--- src/rtl/lpsd_pkg.sv ---
// ----------------------------------------------------------------------------
// lpsd_pkg: shared types, constants and pattern table
// Widths, codes and the constant LED pattern table of the sequencer.
// ----------------------------------------------------------------------------
package lpsd_pkg;

   localparam int LED_COUNT     = 20;
   localparam int INPUT_COUNT   = 3;
   localparam int MAX_STEPS     = 32;
   localparam int PATTERN_COUNT = 3;
   localparam int TICK_MS       = 5;

   typedef logic [LED_COUNT-1:0]   led_type;
   typedef logic [INPUT_COUNT-1:0] pins_type;
   typedef logic [1:0]             sel_type;
   typedef logic [7:0]             count_type;

   // command codes
   localparam logic CMD_TICK  = 1'b0;
   localparam logic CMD_START = 1'b1;

   // register indexes
   localparam logic [7:0] CSR_TICK_PRESCALE  = 8'd0;
   localparam logic [7:0] CSR_DEBOUNCE_TICKS = 8'd1;

   localparam count_type TICK_PRESCALE_RESET  = 8'd5;
   localparam count_type DEBOUNCE_TICKS_RESET = 8'd4;

   localparam sel_type   NO_PATTERN = 2'd3;
   localparam count_type DUR_LOOP   = 8'hFF;
   localparam count_type DUR_END    = 8'h00;

   // durations in updates
   localparam count_type DUR_5   = 8'(5 / TICK_MS);
   localparam count_type DUR_10  = 8'(10 / TICK_MS);
   localparam count_type DUR_20  = 8'(20 / TICK_MS);
   localparam count_type DUR_50  = 8'(50 / TICK_MS);
   localparam count_type DUR_250 = 8'(250 / TICK_MS);

   // one table entry: mask in the low bits, then duration, then buzzer flag
   typedef struct packed {
      logic      buz;
      count_type dur;
      led_type   mask;
   } rom_entry_type;

   // player controls for one item
   typedef struct packed {
      logic    tick;
      logic    start;
      logic    update;
      sel_type sel;
   } player_ctl_type;

   function automatic logic pattern_valid(input sel_type p);
      return 32'(p) < PATTERN_COUNT;
   endfunction

   // LED groups walked by the animations
   function automatic led_type group_mask(input logic [2:0] g);
      led_type m;
      m = '0;
      unique case (g)
         3'd0: m = led_type'(32'h0000_0007);
         3'd1: m = led_type'(32'h0000_0038);
         3'd2: m = led_type'(32'h0000_01C0);
         3'd3: m = led_type'(32'h0000_0E00);
         3'd4: m = led_type'(32'h0000_7000);
         3'd5: m = led_type'(32'h0003_8000);
         3'd6: m = led_type'(32'h000C_0000);
         default: m = '0;
      endcase
      return m;
   endfunction

   function automatic rom_entry_type make_entry(input logic [2:0] g, input logic use_group,
                                                input count_type dur, input logic buz);
      rom_entry_type e;
      e.mask = use_group ? group_mask(g) : '0;
      e.dur  = dur;
      e.buz  = buz;
      return e;
   endfunction

   // constant pattern table; out-of-range entries read as end entries
   function automatic rom_entry_type rom_read(input sel_type p, input count_type step);
      rom_entry_type e;
      e = '0;
      if (pattern_valid(p) && 32'(step) < MAX_STEPS) begin
         unique case (p)
            2'd0: begin
               unique case (step[4:0])
                  5'd0, 5'd7, 5'd14:  e = make_entry(3'd0, 1'b1, DUR_20, 1'b1);
                  5'd1, 5'd8, 5'd15:  e = make_entry(3'd1, 1'b1, DUR_20, 1'b1);
                  5'd2, 5'd9, 5'd16:  e = make_entry(3'd2, 1'b1, DUR_20, 1'b1);
                  5'd3, 5'd10, 5'd17: e = make_entry(3'd3, 1'b1, DUR_20, 1'b1);
                  5'd4, 5'd11, 5'd18: e = make_entry(3'd4, 1'b1, DUR_20, 1'b1);
                  5'd5, 5'd12, 5'd19: e = make_entry(3'd5, 1'b1, DUR_20, 1'b1);
                  5'd6, 5'd13, 5'd20: e = make_entry(3'd6, 1'b1, DUR_20, 1'b1);
                  default:            e = '0;
               endcase
            end
            2'd1: begin
               unique case (step[4:0])
                  5'd0:    e = make_entry(3'd0, 1'b1, DUR_10, 1'b0);
                  5'd1:    e = make_entry(3'd1, 1'b1, DUR_10, 1'b0);
                  5'd2:    e = make_entry(3'd2, 1'b1, DUR_10, 1'b0);
                  5'd3:    e = make_entry(3'd0, 1'b0, DUR_50, 1'b1);
                  5'd4:    e = make_entry(3'd3, 1'b1, DUR_10, 1'b0);
                  5'd5:    e = make_entry(3'd4, 1'b1, DUR_10, 1'b0);
                  5'd6:    e = make_entry(3'd5, 1'b1, DUR_10, 1'b0);
                  5'd7:    e = make_entry(3'd6, 1'b1, DUR_10, 1'b0);
                  5'd8:    e = make_entry(3'd0, 1'b0, DUR_50, 1'b1);
                  5'd9:    e = make_entry(3'd0, 1'b0, DUR_250, 1'b0);
                  5'd10:   e = make_entry(3'd0, 1'b0, DUR_LOOP, 1'b0);
                  default: e = '0;
               endcase
            end
            2'd2: begin
               unique case (step[4:0])
                  5'd0:    e = make_entry(3'd0, 1'b1, DUR_5, 1'b1);
                  5'd1:    e = make_entry(3'd1, 1'b1, DUR_5, 1'b1);
                  5'd2:    e = make_entry(3'd2, 1'b1, DUR_5, 1'b1);
                  5'd3:    e = make_entry(3'd3, 1'b1, DUR_5, 1'b1);
                  5'd4:    e = make_entry(3'd4, 1'b1, DUR_5, 1'b1);
                  5'd5:    e = make_entry(3'd5, 1'b1, DUR_5, 1'b1);
                  5'd6:    e = make_entry(3'd6, 1'b1, DUR_5, 1'b1);
                  default: e = '0;
               endcase
            end
            default: e = '0;
         endcase
      end
      return e;
   endfunction

endpackage

--- src/rtl/lpsd_debounce.sv ---
// ----------------------------------------------------------------------------
// lpsd_debounce: equal-count input debouncer
// One counter per pin; a pin's clean level flips after enough differing samples.
// ----------------------------------------------------------------------------
module lpsd_debounce import lpsd_pkg::*; (
   input  logic      clock,
   input  logic      reset,
   input  logic      update,
   input  pins_type  raw,
   input  count_type debounce_ticks,
   output pins_type  clean_in,
   output pins_type  clean_ff
);

   count_type count_ff [INPUT_COUNT];
   count_type count_in [INPUT_COUNT];
   count_type count_inc [INPUT_COUNT];

   // per-pin counter and level update
   always_comb begin
      clean_in = clean_ff;
      for (int i = 0; i < INPUT_COUNT; i++) begin
         count_inc[i] = count_ff[i] + 8'd1;
         count_in[i]  = count_ff[i];
         if (update) begin
            if (raw[i] != clean_ff[i]) begin
               if (count_inc[i] == debounce_ticks) begin
                  clean_in[i] = raw[i];
                  count_in[i] = '0;
               end else begin
                  count_in[i] = count_inc[i];
               end
            end else begin
               count_in[i] = '0;
            end
         end
      end
   end

   always_ff @(posedge clock) begin
      if (reset) begin
         clean_ff <= '0;
         for (int i = 0; i < INPUT_COUNT; i++) begin
            count_ff[i] <= '0;
         end
      end else begin
         clean_ff <= clean_in;
         for (int i = 0; i < INPUT_COUNT; i++) begin
            count_ff[i] <= count_in[i];
         end
      end
   end

   // clean levels only move on an update
   a_clean_hold: assert property (@(posedge clock) disable iff (reset)
      !update |=> $stable(clean_ff))
      else $error("clean levels changed without an update");

endmodule

--- src/rtl/lpsd_player.sv ---
// ----------------------------------------------------------------------------
// lpsd_player: animation player and buzzer drive
// Walks the pattern table per update and toggles the buzzer pin per tick.
// ----------------------------------------------------------------------------
module lpsd_player import lpsd_pkg::*; (
   input  logic           clock,
   input  logic           reset,
   input  player_ctl_type ctl,
   output led_type        led_in,
   output logic           buzzer_in,
   output logic           running_in
);

   sel_type       active_ff, active_in;
   count_type     pos_ff, pos_in;
   count_type     ticks_ff, ticks_in;
   logic          buz_en_ff, buz_en_in;
   logic          level_ff;
   led_type       led_ff;
   count_type     pos_next;
   rom_entry_type entry_next, entry_first, entry;
   logic          wraps;

   // table lookups for the next step and for a loop back to step zero
   assign pos_next    = pos_ff + 8'd1;
   assign entry_next  = rom_read(active_ff, pos_next);
   assign entry_first = rom_read(active_ff, 8'd0);
   assign wraps       = (entry_next.dur == DUR_LOOP);
   assign entry       = wraps ? entry_first : entry_next;

   // next player state
   always_comb begin
      active_in = active_ff;
      pos_in    = pos_ff;
      ticks_in  = ticks_ff;
      buz_en_in = buz_en_ff;
      buzzer_in = level_ff;
      led_in    = led_ff;
      if (ctl.start) begin
         active_in = pattern_valid(ctl.sel) ? ctl.sel : NO_PATTERN;
         pos_in    = DUR_LOOP;
         ticks_in  = '0;
         if (!pattern_valid(ctl.sel)) begin
            buz_en_in = 1'b0;
            led_in    = '0;
         end
      end else if (ctl.tick) begin
         buzzer_in = buz_en_ff & ~level_ff;
         if (ctl.update && pattern_valid(active_ff)) begin
            if (ticks_ff != 8'd0) begin
               ticks_in = ticks_ff - 8'd1;
            end else begin
               pos_in = wraps ? 8'd0 : pos_next;
               if (entry.dur == DUR_END) begin
                  active_in = NO_PATTERN;
               end else begin
                  ticks_in = entry.dur - 8'd1;
               end
               buz_en_in = entry.buz;
               led_in    = entry.mask;
            end
         end
      end
      running_in = pattern_valid(active_in);
   end

   always_ff @(posedge clock) begin
      if (reset) begin
         active_ff <= NO_PATTERN;
         pos_ff    <= DUR_LOOP;
         ticks_ff  <= '0;
         buz_en_ff <= 1'b0;
         level_ff  <= 1'b0;
         led_ff    <= '0;
      end else begin
         active_ff <= active_in;
         pos_ff    <= pos_in;
         ticks_ff  <= ticks_in;
         buz_en_ff <= buz_en_in;
         level_ff  <= buzzer_in;
         led_ff    <= led_in;
      end
   end

   // starting no pattern clears the LEDs and the buzzer enable
   a_stop_clears: assert property (@(posedge clock) disable iff (reset)
      (ctl.start && !pattern_valid(ctl.sel)) |=> (led_ff == '0 && !buz_en_ff))
      else $error("stop did not clear the outputs");

   // a tick with the buzzer disabled leaves the pin low
   a_buzzer_low: assert property (@(posedge clock) disable iff (reset)
      (ctl.tick && !ctl.start && !buz_en_ff) |=> !level_ff)
      else $error("buzzer pin high while disabled");

endmodule

--- src/rtl/led_pattern_sequencer_debounce.sv ---
// ----------------------------------------------------------------------------
// led_pattern_sequencer_debounce: LED pattern sequencer with input debounce
// Input register, prescaler, debouncer, player and result register.
// ----------------------------------------------------------------------------
// Path: an accepted item is held in the input register, then its result is
// loaded into the result register, where it waits until it is taken.
// Throughput: one item per cycle, since all work for an item fits the single
// logic stage between the two registers; a held result stalls the input.
// Reset (synchronous, active high) empties both stages, loads the register
// defaults and stops any animation; no start-up delay follows.
module led_pattern_sequencer_debounce import lpsd_pkg::*; (
   input  logic        clock,
   input  logic        reset,
   // input channel
   input  logic        req_tvalid,
   output logic        req_tready,
   input  logic [7:0]  req_tdata,   // [2:0] raw_inputs, [4:3] animation_select
   input  logic        req_tuser,   // [0] cmd
   // result channel
   output logic        rsp_tvalid,
   input  logic        rsp_tready,
   output logic [31:0] rsp_tdata,   // [19:0] led_levels, [20] buzzer_pin,
                                    // [23:21] clean_inputs, [24] pattern_running
   // configuration port
   input  logic        csr_valid,
   output logic        csr_ready,
   input  logic [7:0]  csr_index,
   input  logic [7:0]  csr_wdata
);

   logic           in_valid_ff;
   logic           in_cmd_ff;
   pins_type       in_raw_ff;
   sel_type        in_sel_ff;
   logic           advance;
   logic           rsp_valid_ff, rsp_valid_in;
   logic [31:0]    rsp_data_ff;
   count_type      tick_prescale_ff, debounce_ticks_ff;
   count_type      prescale_ff, prescale_in;
   logic           is_tick, do_update;
   player_ctl_type ctl;
   pins_type       clean_in, clean_ff;
   led_type        led_in;
   logic           buzzer_in, running_in;

   // handshake: the input register refills whenever it drains
   assign advance    = in_valid_ff && (!rsp_valid_ff || rsp_tready);
   assign req_tready = !in_valid_ff || advance;
   assign csr_ready  = 1'b1;
   assign rsp_tvalid = rsp_valid_ff;
   assign rsp_tdata  = rsp_data_ff;

   // configuration registers
   always_ff @(posedge clock) begin
      if (reset) begin
         tick_prescale_ff  <= TICK_PRESCALE_RESET;
         debounce_ticks_ff <= DEBOUNCE_TICKS_RESET;
      end else if (csr_valid) begin
         if (csr_index == CSR_TICK_PRESCALE) begin
            tick_prescale_ff <= csr_wdata;
         end else if (csr_index == CSR_DEBOUNCE_TICKS) begin
            debounce_ticks_ff <= csr_wdata;
         end
      end
   end

   // input register
   always_ff @(posedge clock) begin
      if (reset) begin
         in_valid_ff <= 1'b0;
      end else if (req_tready) begin
         in_valid_ff <= req_tvalid;
      end
   end

   always_ff @(posedge clock) begin
      if (req_tready && req_tvalid) begin
         in_cmd_ff <= req_tuser;
         in_raw_ff <= req_tdata[2:0];
         in_sel_ff <= req_tdata[4:3];
      end
   end

   // prescaler: an update fires when the count runs down to zero
   assign is_tick   = advance && (in_cmd_ff == CMD_TICK);
   assign do_update = is_tick && (prescale_ff == 8'd1);

   always_comb begin
      prescale_in = prescale_ff;
      if (is_tick) begin
         prescale_in = do_update ? tick_prescale_ff : prescale_ff - 8'd1;
      end
   end

   always_ff @(posedge clock) begin
      if (reset) begin
         prescale_ff <= TICK_PRESCALE_RESET;
      end else begin
         prescale_ff <= prescale_in;
      end
   end

   lpsd_debounce u_debounce (
      .clock          (clock),
      .reset          (reset),
      .update         (do_update),
      .raw            (in_raw_ff),
      .debounce_ticks (debounce_ticks_ff),
      .clean_in       (clean_in),
      .clean_ff       (clean_ff)
   );

   assign ctl.tick   = is_tick;
   assign ctl.start  = advance && (in_cmd_ff == CMD_START);
   assign ctl.update = do_update;
   assign ctl.sel    = in_sel_ff;

   lpsd_player u_player (
      .clock      (clock),
      .reset      (reset),
      .ctl        (ctl),
      .led_in     (led_in),
      .buzzer_in  (buzzer_in),
      .running_in (running_in)
   );

   // result register
   always_comb begin
      rsp_valid_in = rsp_valid_ff;
      if (advance) begin
         rsp_valid_in = 1'b1;
      end else if (rsp_tready) begin
         rsp_valid_in = 1'b0;
      end
   end

   always_ff @(posedge clock) begin
      if (reset) begin
         rsp_valid_ff <= 1'b0;
      end else begin
         rsp_valid_ff <= rsp_valid_in;
      end
   end

   always_ff @(posedge clock) begin
      if (advance) begin
         rsp_data_ff <= {7'd0, running_in, clean_in, buzzer_in, led_in};
      end
   end

   // every item that leaves the input register shows up as a result
   a_result_loaded: assert property (@(posedge clock) disable iff (reset)
      advance |=> rsp_valid_ff)
      else $error("item lost between stages");

endmodule

--- config.mk ---
export PLATFORM = sky130hd
export DESIGN_NAME = led_pattern_sequencer_debounce
export DESIGN_NICKNAME = d
export VERILOG_FILES = /design/src/rtl/lpsd_pkg.sv /design/src/rtl/lpsd_debounce.sv /design/src/rtl/lpsd_player.sv /design/src/rtl/led_pattern_sequencer_debounce.sv
export SDC_FILE = /design/constraint.sdc
export NUM_CORES = 1
export LEC_CHECK = 0
export BUFFER_PORTS_ARGS = -buffer_cell sky130_fd_sc_hd__buf_2
export CAP_MARGIN = 20
export CORE_ASPECT_RATIO = 1.5
export CORE_MARGIN = 8
export CORE_UTILIZATION = 30
export CTS_BUF_LIST = sky130_fd_sc_hd__clkbuf_8
export DETAILED_ROUTE_END_ITERATION = 10
export PLACE_DENSITY_LB_ADDON = 0.08
export SLEW_MARGIN = 20
export SYNTH_ARGS = -nofsm -noshare
export SYNTH_HDL_FRONTEND = slang
export SYNTH_SLANG_ARGS = --single-unit
export TNS_END_PERCENT = 10
--- constraint.sdc ---
create_clock -name clock -period 11.2 [get_ports clock]
set_input_delay 2.8 -clock clock [delete_from_list [all_inputs] [get_ports clock]]
set_output_delay 2.8 -clock clock [all_outputs]
set_load 0.02 [all_outputs]
==> flow_summary.yaml, run 1 <==
status:
  status: "completed"
worst_setup_path:
  max_stage_delay_ns: 0.29
  reg2reg_setup_slack_ns: 7.20
  crit_slowest_cell: "nor2b_1"
  cp.required_ns: 8.40
  startpoint: "rsp_tready"
  cp.arrival_ns: 3.48
  cp_num_buf_inv: 2
  critPathMaxFanout: 5
  crit_type: "in -> out"
  rr_startpoint: "u_player.pos_ff[1]"
  path_cells: "buf_2 > nor2b_1 > nand2_1 > buf_2"
  crit_path_end: "req_tready"
  start_kind: "input pin"
  cp_num_cells: 4
  r2r-end: "u_player.ticks_ff[4]"
  path_delay_family: "simple AND/OR/NAND/NOR gates"
  cpMostUsedCell: "buf_2"
  worst_setup_path_end_kind: "output port"
  reg2reg_depth: 12
final_layout:
  diodes: 0
  layout_common_cells: "dfxtp_1, nand2_1, nor2_1, buf_2, a21oi_1"
  final_nets: 804
  syn2layout_area_growth_pct: 12.53
  fillers: 2212
  stdcell_count: 1047
  layout-drive-gt1-share: 0.1510
  layout_commonest_cell: "dfxtp_1"
placed_design:
  dp_hpwl_mm: 12.69
  dp.cells: 1015
  place_congestion: 0.8308
  portBuffers: 53
  dp_slack_ns: 4.909
sta:
  fin_worst_skew_ns: 0.01302
  relSlewSlack: 0.3223
  tightest_slew_ns: 1.009
  report.final.slew_viol_count: 0
  finalSetupViolations: 0
  max_freq_mhz: 159.3
  setup_slack_ns: 4.922
  setup_tns_ns: 0
  post-route-min-period_ns: 6.278
  hold_viol: 0
  timing.final.crit_share: 0.5606
  grt_setup_unrepaired: "no"
synthesis:
  netlist_area_sq_um: 6641
  synthCells: 727
  ys.flop_type: "dfxtp_1"
  synth-warning-count: 0
  synth-seq-area-share: 0.4205
  synth-edff-count: 31
  yosys.area.top_type_share: 0.2803
  yosys-top-cells-area: "dfxtp_1, edfxtp_1, nand2_1"
  avgSynthCellArea_sq_um: 9.135
  ys_ff_latch: 124
  synth-async-reset-ratio: 0
  netlist-cell-type-count: 82
  synth.largest_area_cell: "dfxtp_1"
cts:
  cts_resized: 0
  clk_path_buf_depth: 2
  cts_made_buffers: 17
  path_clk_slew_ns: 0.08
  ctsRootBufferMaster: "clkbuf_8"
  clock_latency_ns: 0.44
  htree_levels: 4
  cts_setup_buffers: 0
  cts-hold-fix-buffers: 0
  cts.sinks: 124
  cts_tree: "yes"
floorplanning:
  dieArea_sq_um: 27250
  core_sq_um: 21720
  num_rows: 66
  io_pins: 65
  die_w_um: 137.5
  start_util: 0.3058
  die_h_um: 198.2
global_routing:
  grt_usage: 0.1299
  antenna_found_initial: 0
  grt_pass1_wl_mm: 27.57
  grt_pass1_vias: 5402
  globalRoute.totalOverflow: 0
  grt_max_degree: 69
route:
  vias: 5360
  wl_per_cell_um: 16.58
  ant_nets: 0
  dr.first_iter.drc_count: 393
  avgViaCountPerCell: 5.119
  routed_wl_mm: 17.36
  dr.pass1.iters: 5
  drcViolationCount: 0
flow_run:
  max-cap-violations: 0
power:
  peakVddDrop_mv: 0.07507
  power_leakage_nw: 3.119
  p_per_area_nw_per_um2: 124.2
hold_path:
  hold_class: "reg -> reg"
[logic make-up (layout without fill, tap and decap cells)]
kind of cell	count (synthesis)	after routing	synth area share
other cells	2	8	0.001131
simple gates	283	283	0.2184
flops	124	124	0.4205
compound gates	173	173	0.1824
fa+ha+maj	12	12	0.02261
buf+inv	57	99	0.04502
xor+xnor	51	51	0.07140
mux	25	25	0.03862
[Yosys cell counts (6+ instances only)]
master     n
dfxtp_1   93
nand2_1   85
nor2_1    62
a21oi_1   40
xnor2_1   32
edfxtp_1  31
a21o_1    24
o21ai_0   23
mux2i_1   20
clkbuf_1  19
nand3_1   19
nor3_1    19
xor2_1    17
nor2b_1   13
ha_1      12
buf_2     10
o22ai_1   10
buf_4      9
inv_1      9
nor3b_1    9
nand2b_1   8
nor4_1     8
or3_1      8
a211o_1    7
and2b_1    7
and2_1     6
and3_1     6
nand4_1    6
[cell type report]
type | count | area (sq um) | share of cell area
clock buffers | 17 | 234.0 | 0.03131
clock inverters | 15 | 180.2 | 0.02411
inverters | 9 | 33.78 | 0.004520
multi-input cells | 552 | 3590 | 0.4803
flip-flops and latches | 124 | 2793 | 0.3737
well taps | 272 | 340.3 | 0.04554
repair buffers | 58 | 302.8 | 0.04052
[sequential cells by signal, summed over array words and instances (netlist names)]
name	cells
u_debounce.clean_ff	3
in_sel_ff	2
rsp_tvalid	1
tick_prescale_ff	8
debounce_ticks_ff	8
u_debounce.count_ff	24
prescale_ff	8
u_player.active_ff	2
in_cmd_ff	1
u_player.ticks_ff	8
in_raw_ff	3
rsp_tdata	25
u_player.buz_en_ff	1
u_player.level_ff	1
in_valid_ff	1
u_player.led_ff	20
u_player.pos_ff	8
[metal layers]
metal	up-vias	wire length, um	part of all wire	track usage
met4	0	439	0.025	0.05897
li1	2678	-	-	-
met5	-	0	0	0
met3	26	507	0.029	0.02943
met1	2550	6891	0.40	0.1308
met2	106	9523	0.55	0.2443
[worst min-delay path by stage]
stage | start | to | cells after the start
floorplan | u_player.led_ff[12] | u_player.led_ff[12] | 1
global placement | u_player.led_ff[9] | u_player.led_ff[9] | 1
detailed placement | u_player.led_ff[14] | u_player.led_ff[14] | 1
CTS | u_player.led_ff[14] | u_player.led_ff[14] | 1
global route | u_player.led_ff[17] | u_player.led_ff[17] | 2
finish | u_player.led_ff[9] | u_player.led_ff[9] | 1
[stage by stage]
step / util / area (sq um) / power [mW] / hold slack (ns)
3_3_place_gp: 0.3246 / 7051 / 0.5225 / 0.4374
2_1_floorplan: - / 6664 / 0.5075 / 0.4260
5_1_grt: 0.3441 / 7473 / 0.9692 / 0.4872
3_5_place_dp: 0.3246 / 7051 / 0.5234 / 0.4416
4_1_cts: 0.3437 / 7465 / 0.9462 / 0.4613
6_report: 0.3441 / 7473 / 0.9283 / 0.4572
[report_power, final]
part | internal, mW | leakage [nW] | switching, mW
clock network | 0.206 | 0.200 | 0.210
registers | 0.463 | 1.05 | 0.00423
logic | 0.0141 | 1.87 | 0.0302
Power figures use the tool's default switching activity.
==> inputs of run 2 (changes only) <==
clock period = 5.2 ns   (was 11.2 ns; I/O delays follow)
==> run 2 against run 1 <==
Power is 110% higher; core utilization is 0.081 points lower; clock power is 99% higher; design area is 0.23% lower; sequential power is 120% higher; highest routed layer unchanged; first-iteration DRC count is 4.8% higher; critical endpoint is now u_player.ticks_ff[4]; global-route usage is 0.25 points higher; sequential cell count stayed put; hold slack better by 0.0014 ns.
==> flow_summary.yaml, run 2 (same netlist as run 1, synthesis figures left out) <==
global_routing:
  globalRoute.totalOverflow: 0
  grt_usage: 0.1324
  grt_pass1_vias: 5433
  antenna_found_initial: 0
  grt_pass1_wl_mm: 28.27
  grt_max_degree: 41
final_layout:
  syn2layout_area_growth_pct: 12.26
  final_nets: 807
  largest_reg_flops: 25
  layout_common_cells: "dfxtp_1, nand2_1, nor2_1, buf_2, a21oi_1"
  diodes: 0
  final_util: 0.3433
  layout_commonest_cell: "dfxtp_1"
  stdcell_count: 1050
  layout-drive-gt1-share: 0.1542
power:
  p_sw_uw: 548.0
  combPwrFrac: 0.050
  pwr-share-clk: 0.429
  swShare: 0.2837
  peakVddDrop_mv: 0.1308
  power_leakage_nw: 3.113
  intPower_mw: 1.384
  p_per_area_nw_per_um2: 259.1
  sequentialPowerShare: 0.521
sta:
  setup_tns_ns: 0
  max_freq_mhz: 247.2
  fin_worst_skew_ns: 0.01286
  report.final.slew_viol_count: 0
  relSlewSlack: 0.2871
  tightest_slew_ns: 1.062
  post-route-min-period_ns: 4.045
  hold_viol: 0
  finalSetupViolations: 0
  timing.final.crit_share: 0.7778
  grt_setup_unrepaired: "no"
floorplanning:
  io_pins: 65
  num_rows: 66
  die_h_um: 198.2
  die_w_um: 137.5
  dieArea_sq_um: 27250
  start_util: 0.3058
  core_sq_um: 21720
placed_design:
  place_congestion: 0.8384
  dp_hpwl_mm: 12.66
  portBuffers: 53
  dp.cells: 1018
cts:
  cts_made_buffers: 17
  clock_latency_ns: 0.45
  cts-hold-fix-buffers: 0
  cts.sinks: 124
  path_clk_slew_ns: 0.09
  cts_setup_buffers: 0
  cts_tree: "yes"
  htree_levels: 4
  ctsRootBufferMaster: "clkbuf_8"
  cts_resized: 0
  clk_path_buf_depth: 2
status:
  status: "completed"
hold_path:
  min_from: "u_player.led_ff[12]"
  hold_class: "reg -> reg"
route:
  dr.pass1.iters: 5
  dr.first_iter.drc_count: 412
  vias: 5346
  routed_wl_mm: 17.35
  ant_nets: 0
  drcViolationCount: 0
  avgViaCountPerCell: 5.091
  wl_per_cell_um: 16.52
worst_setup_path:
  cp.required_ns: 5.57
  startpoint: "u_player.pos_ff[1]"
  worst_setup_path_end_kind: "flip-flop"
  crit_type: "reg -> reg"
  cp.arrival_ns: 4.42
  rr_startpoint: "u_player.pos_ff[1]"
  critPathMaxFanout: 16
  start_kind: "flip-flop"
flow_run:
  max-cap-violations: 0
run 2: cell type report:
type,count,area (sq um)
Clock buffer,17,234.0
Sequential cell,124,2793
Timing Repair Buffer,61,325.3
Fill cell,2217,14260
Clock inverter,15,148.9
Multi-Input combinational cell,552,3581
Tap cell,272,340.3
Inverter,9,33.78
run 2: layer usage:
metal,GRT usage,part of all wire,vias to the layer above
met4,0.04443,0.015,0
met2,0.2493,0.56,80
met5,0,0,-
met1,0.1409,0.40,2555
li1,-,-,2694
met3,0.02689,0.025,17
run 2: metrics by stage:
step           hold WS (ns)  setup WS, ns  power, mW  cell area, sq um
4_1_cts              0.4637         1.214      1.975              7456
6_report             0.4586         1.155      1.932              7456
3_5_place_dp         0.4390         1.236      1.128              7073
2_1_floorplan        0.4260         1.121      1.093              6664
3_3_place_gp         0.4371         1.282      1.127              7073
5_1_grt              0.4884        0.8206      2.025              7456
run 2: final timing paths:
kind | endpoint | slack (ns) | cells past startpoint
hold reg to reg | u_player.led_ff[12] | 0.46 | 1
hold / removal | u_player.led_ff[12] | 0.46 | 1
setup / recovery | u_player.ticks_ff[4] | 1.16 | 12
setup reg to reg | u_player.ticks_ff[4] | 1.16 | 12
run 2: power groups by stage:
stage	clock network [mW]	registers (mW)	logic, mW
after floorplan	0	1.04	0.0575
after global placement	0	1.03	0.0981
after CTS	0.869	1.01	0.0994
after global routing	0.909	1.01	0.107
final	0.828	1.01	0.0975
after detailed placement	0	1.03	0.0991
run 2: worst max-delay path, cell delays in order (launching register included):
cell and delay [ns]:
dfxtp_1 0.66, ha_1 0.67, nand3_1 0.23, xnor2_1 0.42
nor4_4 0.51, nand2_2 0.20, a31oi_1 0.25, ha_1 0.20
nand2b_1 0.08, a211oi_2 0.31, mux2i_1 0.23, nand2_1 0.07
a21oi_1 0.12
==> inputs of run 3 (changes only) <==
clock period = 3.3 ns   (was 5.2 ns; I/O delays follow)
==> run 3 against run 2 <==
Design area up 2.7%; power up 64%; sequential power up 57%; hold slack worse by 0.0066 ns; clock power up 70%; setup slack worse by 0.81 ns; cell count up 2.2%; count of clock-buffer cells in the layout unchanged; non-clock buffer count up 23; die area unchanged; combinational power up 63%.
==> flow_summary.yaml, run 3 (same netlist as run 1, synthesis figures left out) <==
status:
  status: "completed"
route:
  dr.pass1.iters: 7
  top_layer: "met4"
  routed_wl_mm: 17.93
  ant_nets: 0
  wl_per_cell_um: 16.71
  drcViolationCount: 0
  dr_wl_met2_mm: 10.07
  avgViaCountPerCell: 5.118
  dr.first_iter.drc_count: 333
  met3_length_um: 580
  met1_length_mm: 6.915
  vias: 5492
worst_setup_path:
  worst_setup_path_end_kind: "flip-flop"
  crit_type: "reg -> reg"
  cp.arrival_ns: 3.29
  critPathMaxFanout: 11
  cp.required_ns: 3.63
  start_kind: "flip-flop"
power:
  intPower_mw: 2.437
  swShare: 0.2290
  p_per_area_nw_per_um2: 412.7
  peakVddDrop_mv: 0.2634
  p_sw_uw: 723.8
  pwr-share-clk: 0.448
  finalPower_mw: 3.161
  power_leakage_nw: 3.261
  sequentialPowerShare: 0.502
  combPwrFrac: 0.050
sta:
  finalSetupViolations: 0
  relSlewSlack: 0.5426
  setup_slack_ns: 0.3409
  tightest_slew_ns: 0.6688
  hold_slack_ns: 0.4520
  hold_viol: 0
  report.final.slew_viol_count: 0
  max_freq_mhz: 337.9
  timing.final.crit_share: 0.8967
  fin_worst_skew_ns: 0.01413
  grt_setup_unrepaired: "no"
  post-route-min-period_ns: 2.959
  setup_tns_ns: 0
global_routing:
  grt_usage: 0.1361
  grt_pass1_wl_mm: 28.81
  globalRoute.totalOverflow: 0
  antenna_found_initial: 0
  grt_max_degree: 28
  grt_pass1_vias: 5573
final_layout:
  diodes: 0
  layout_common_cells: "dfxtp_1, nand2_1, nor2_1, buf_2, a21oi_1"
  layout-drive-gt1-share: 0.1723
  largest_reg_flops: 25
  syn2layout_area_growth_pct: 15.34
  stdcell_count: 1073
  final_nets: 830
  layout_commonest_cell: "dfxtp_1"
flow_run:
  max-cap-violations: 0
cts:
  cts-hold-fix-buffers: 0
  cts_made_buffers: 17
  path_clk_slew_ns: 0.08
  ctsRootBufferMaster: "clkbuf_8"
  cts_tree: "yes"
  cts.sinks: 124
  htree_levels: 4
  clk_path_buf_depth: 2
  cts_setup_buffers: 0
  cts_resized: 0
  clock_latency_ns: 0.44
placed_design:
  dp.cells: 1040
  portBuffers: 53
  dp_hpwl_mm: 13.53
  place_congestion: 0.8483
  dp_slack_ns: 0.3107
floorplanning:
  start_util: 0.3058
  dieArea_sq_um: 27250
  io_pins: 65
  core_sq_um: 21720
  num_rows: 66
  die_h_um: 198.2
  die_w_um: 137.5
hold_path:
  hold_class: "reg -> reg"
-- run 3: cell types whose count changed in the layout (fill, tap and decap cells not counted) --
| cell | previous run | this run |
|---|---|---|
| bufinv_16 | 0 | 4 |
| inv_8 | 3 | 0 |
| clkinvlp_4 | 4 | 0 |
| clkinv_8 | 2 | 0 |
| clkinv_1 | 0 | 3 |
| inv_1 | 9 | 11 |
| clkinv_4 | 0 | 2 |
| inv_6 | 6 | 1 |
| clkinv_2 | 0 | 3 |
| buf_4 | 8 | 31 |
-- run 3: critical path: stages, from the launching register on --
cell and delay, ns:
dfxtp_1 0.32, buf_4 0.17, and2_0 0.24, a2111oi_1 0.67, nor2_1 0.22, nor3_1 0.29
nor2_1 0.07, ha_1 0.19, nand2b_1 0.10, a211oi_2 0.07, a2bb2o_1 0.29, a21oi_1 0.14
nor2_1 0.05
-- run 3: power groups by stage --
stage               logic [mW]  registers, mW  clock network, mW
floorplan               0.0909           1.63                  0
global placement         0.160           1.62                  0
detailed placement       0.160           1.62                  0
CTS                      0.161           1.59               1.48
global route             0.175           1.59               1.54
finish                   0.159           1.59               1.41
-- run 3: through the flow --
stage / utilization / cell area (sq um)
floorplan: - / 6666
global placement: 0.3333 / 7238
detailed placement: 0.3333 / 7238
CTS: 0.3523 / 7652
global route: 0.3527 / 7660
finish: 0.3527 / 7660
-- run 3: final timing paths --
path	start	depth (start not counted)	slack, ns	to
worst min register to register	u_player.led_ff[14]	1	0.45	u_player.led_ff[14]
worst max register to register	u_player.pos_ff[0]	12	0.34	u_player.ticks_ff[6]
worst min-delay path	u_player.led_ff[14]	1	0.45	u_player.led_ff[14]
worst max-delay path	u_player.pos_ff[0]	12	0.34	u_player.ticks_ff[6]
-- run 3: layout make-up --
cell class                      instances  area, sq um
Clock buffer                           17        234.0
Clock inverter                         15        180.2
Fill cell                            2235        14060
Inverter                                9        33.78
Multi-Input combinational cell        552         3581
Sequential cell                       124         2793
Tap cell                              272        340.3
Timing Repair Buffer                   84        498.0
-- run 3: metal layers --
layer | track usage | vias up
met3 | 0.03146 | 22
met4 | 0.05452 | 0
met5 | 0 | -
li1 | - | 2722
met1 | 0.1357 | 2633
met2 | 0.2601 | 115
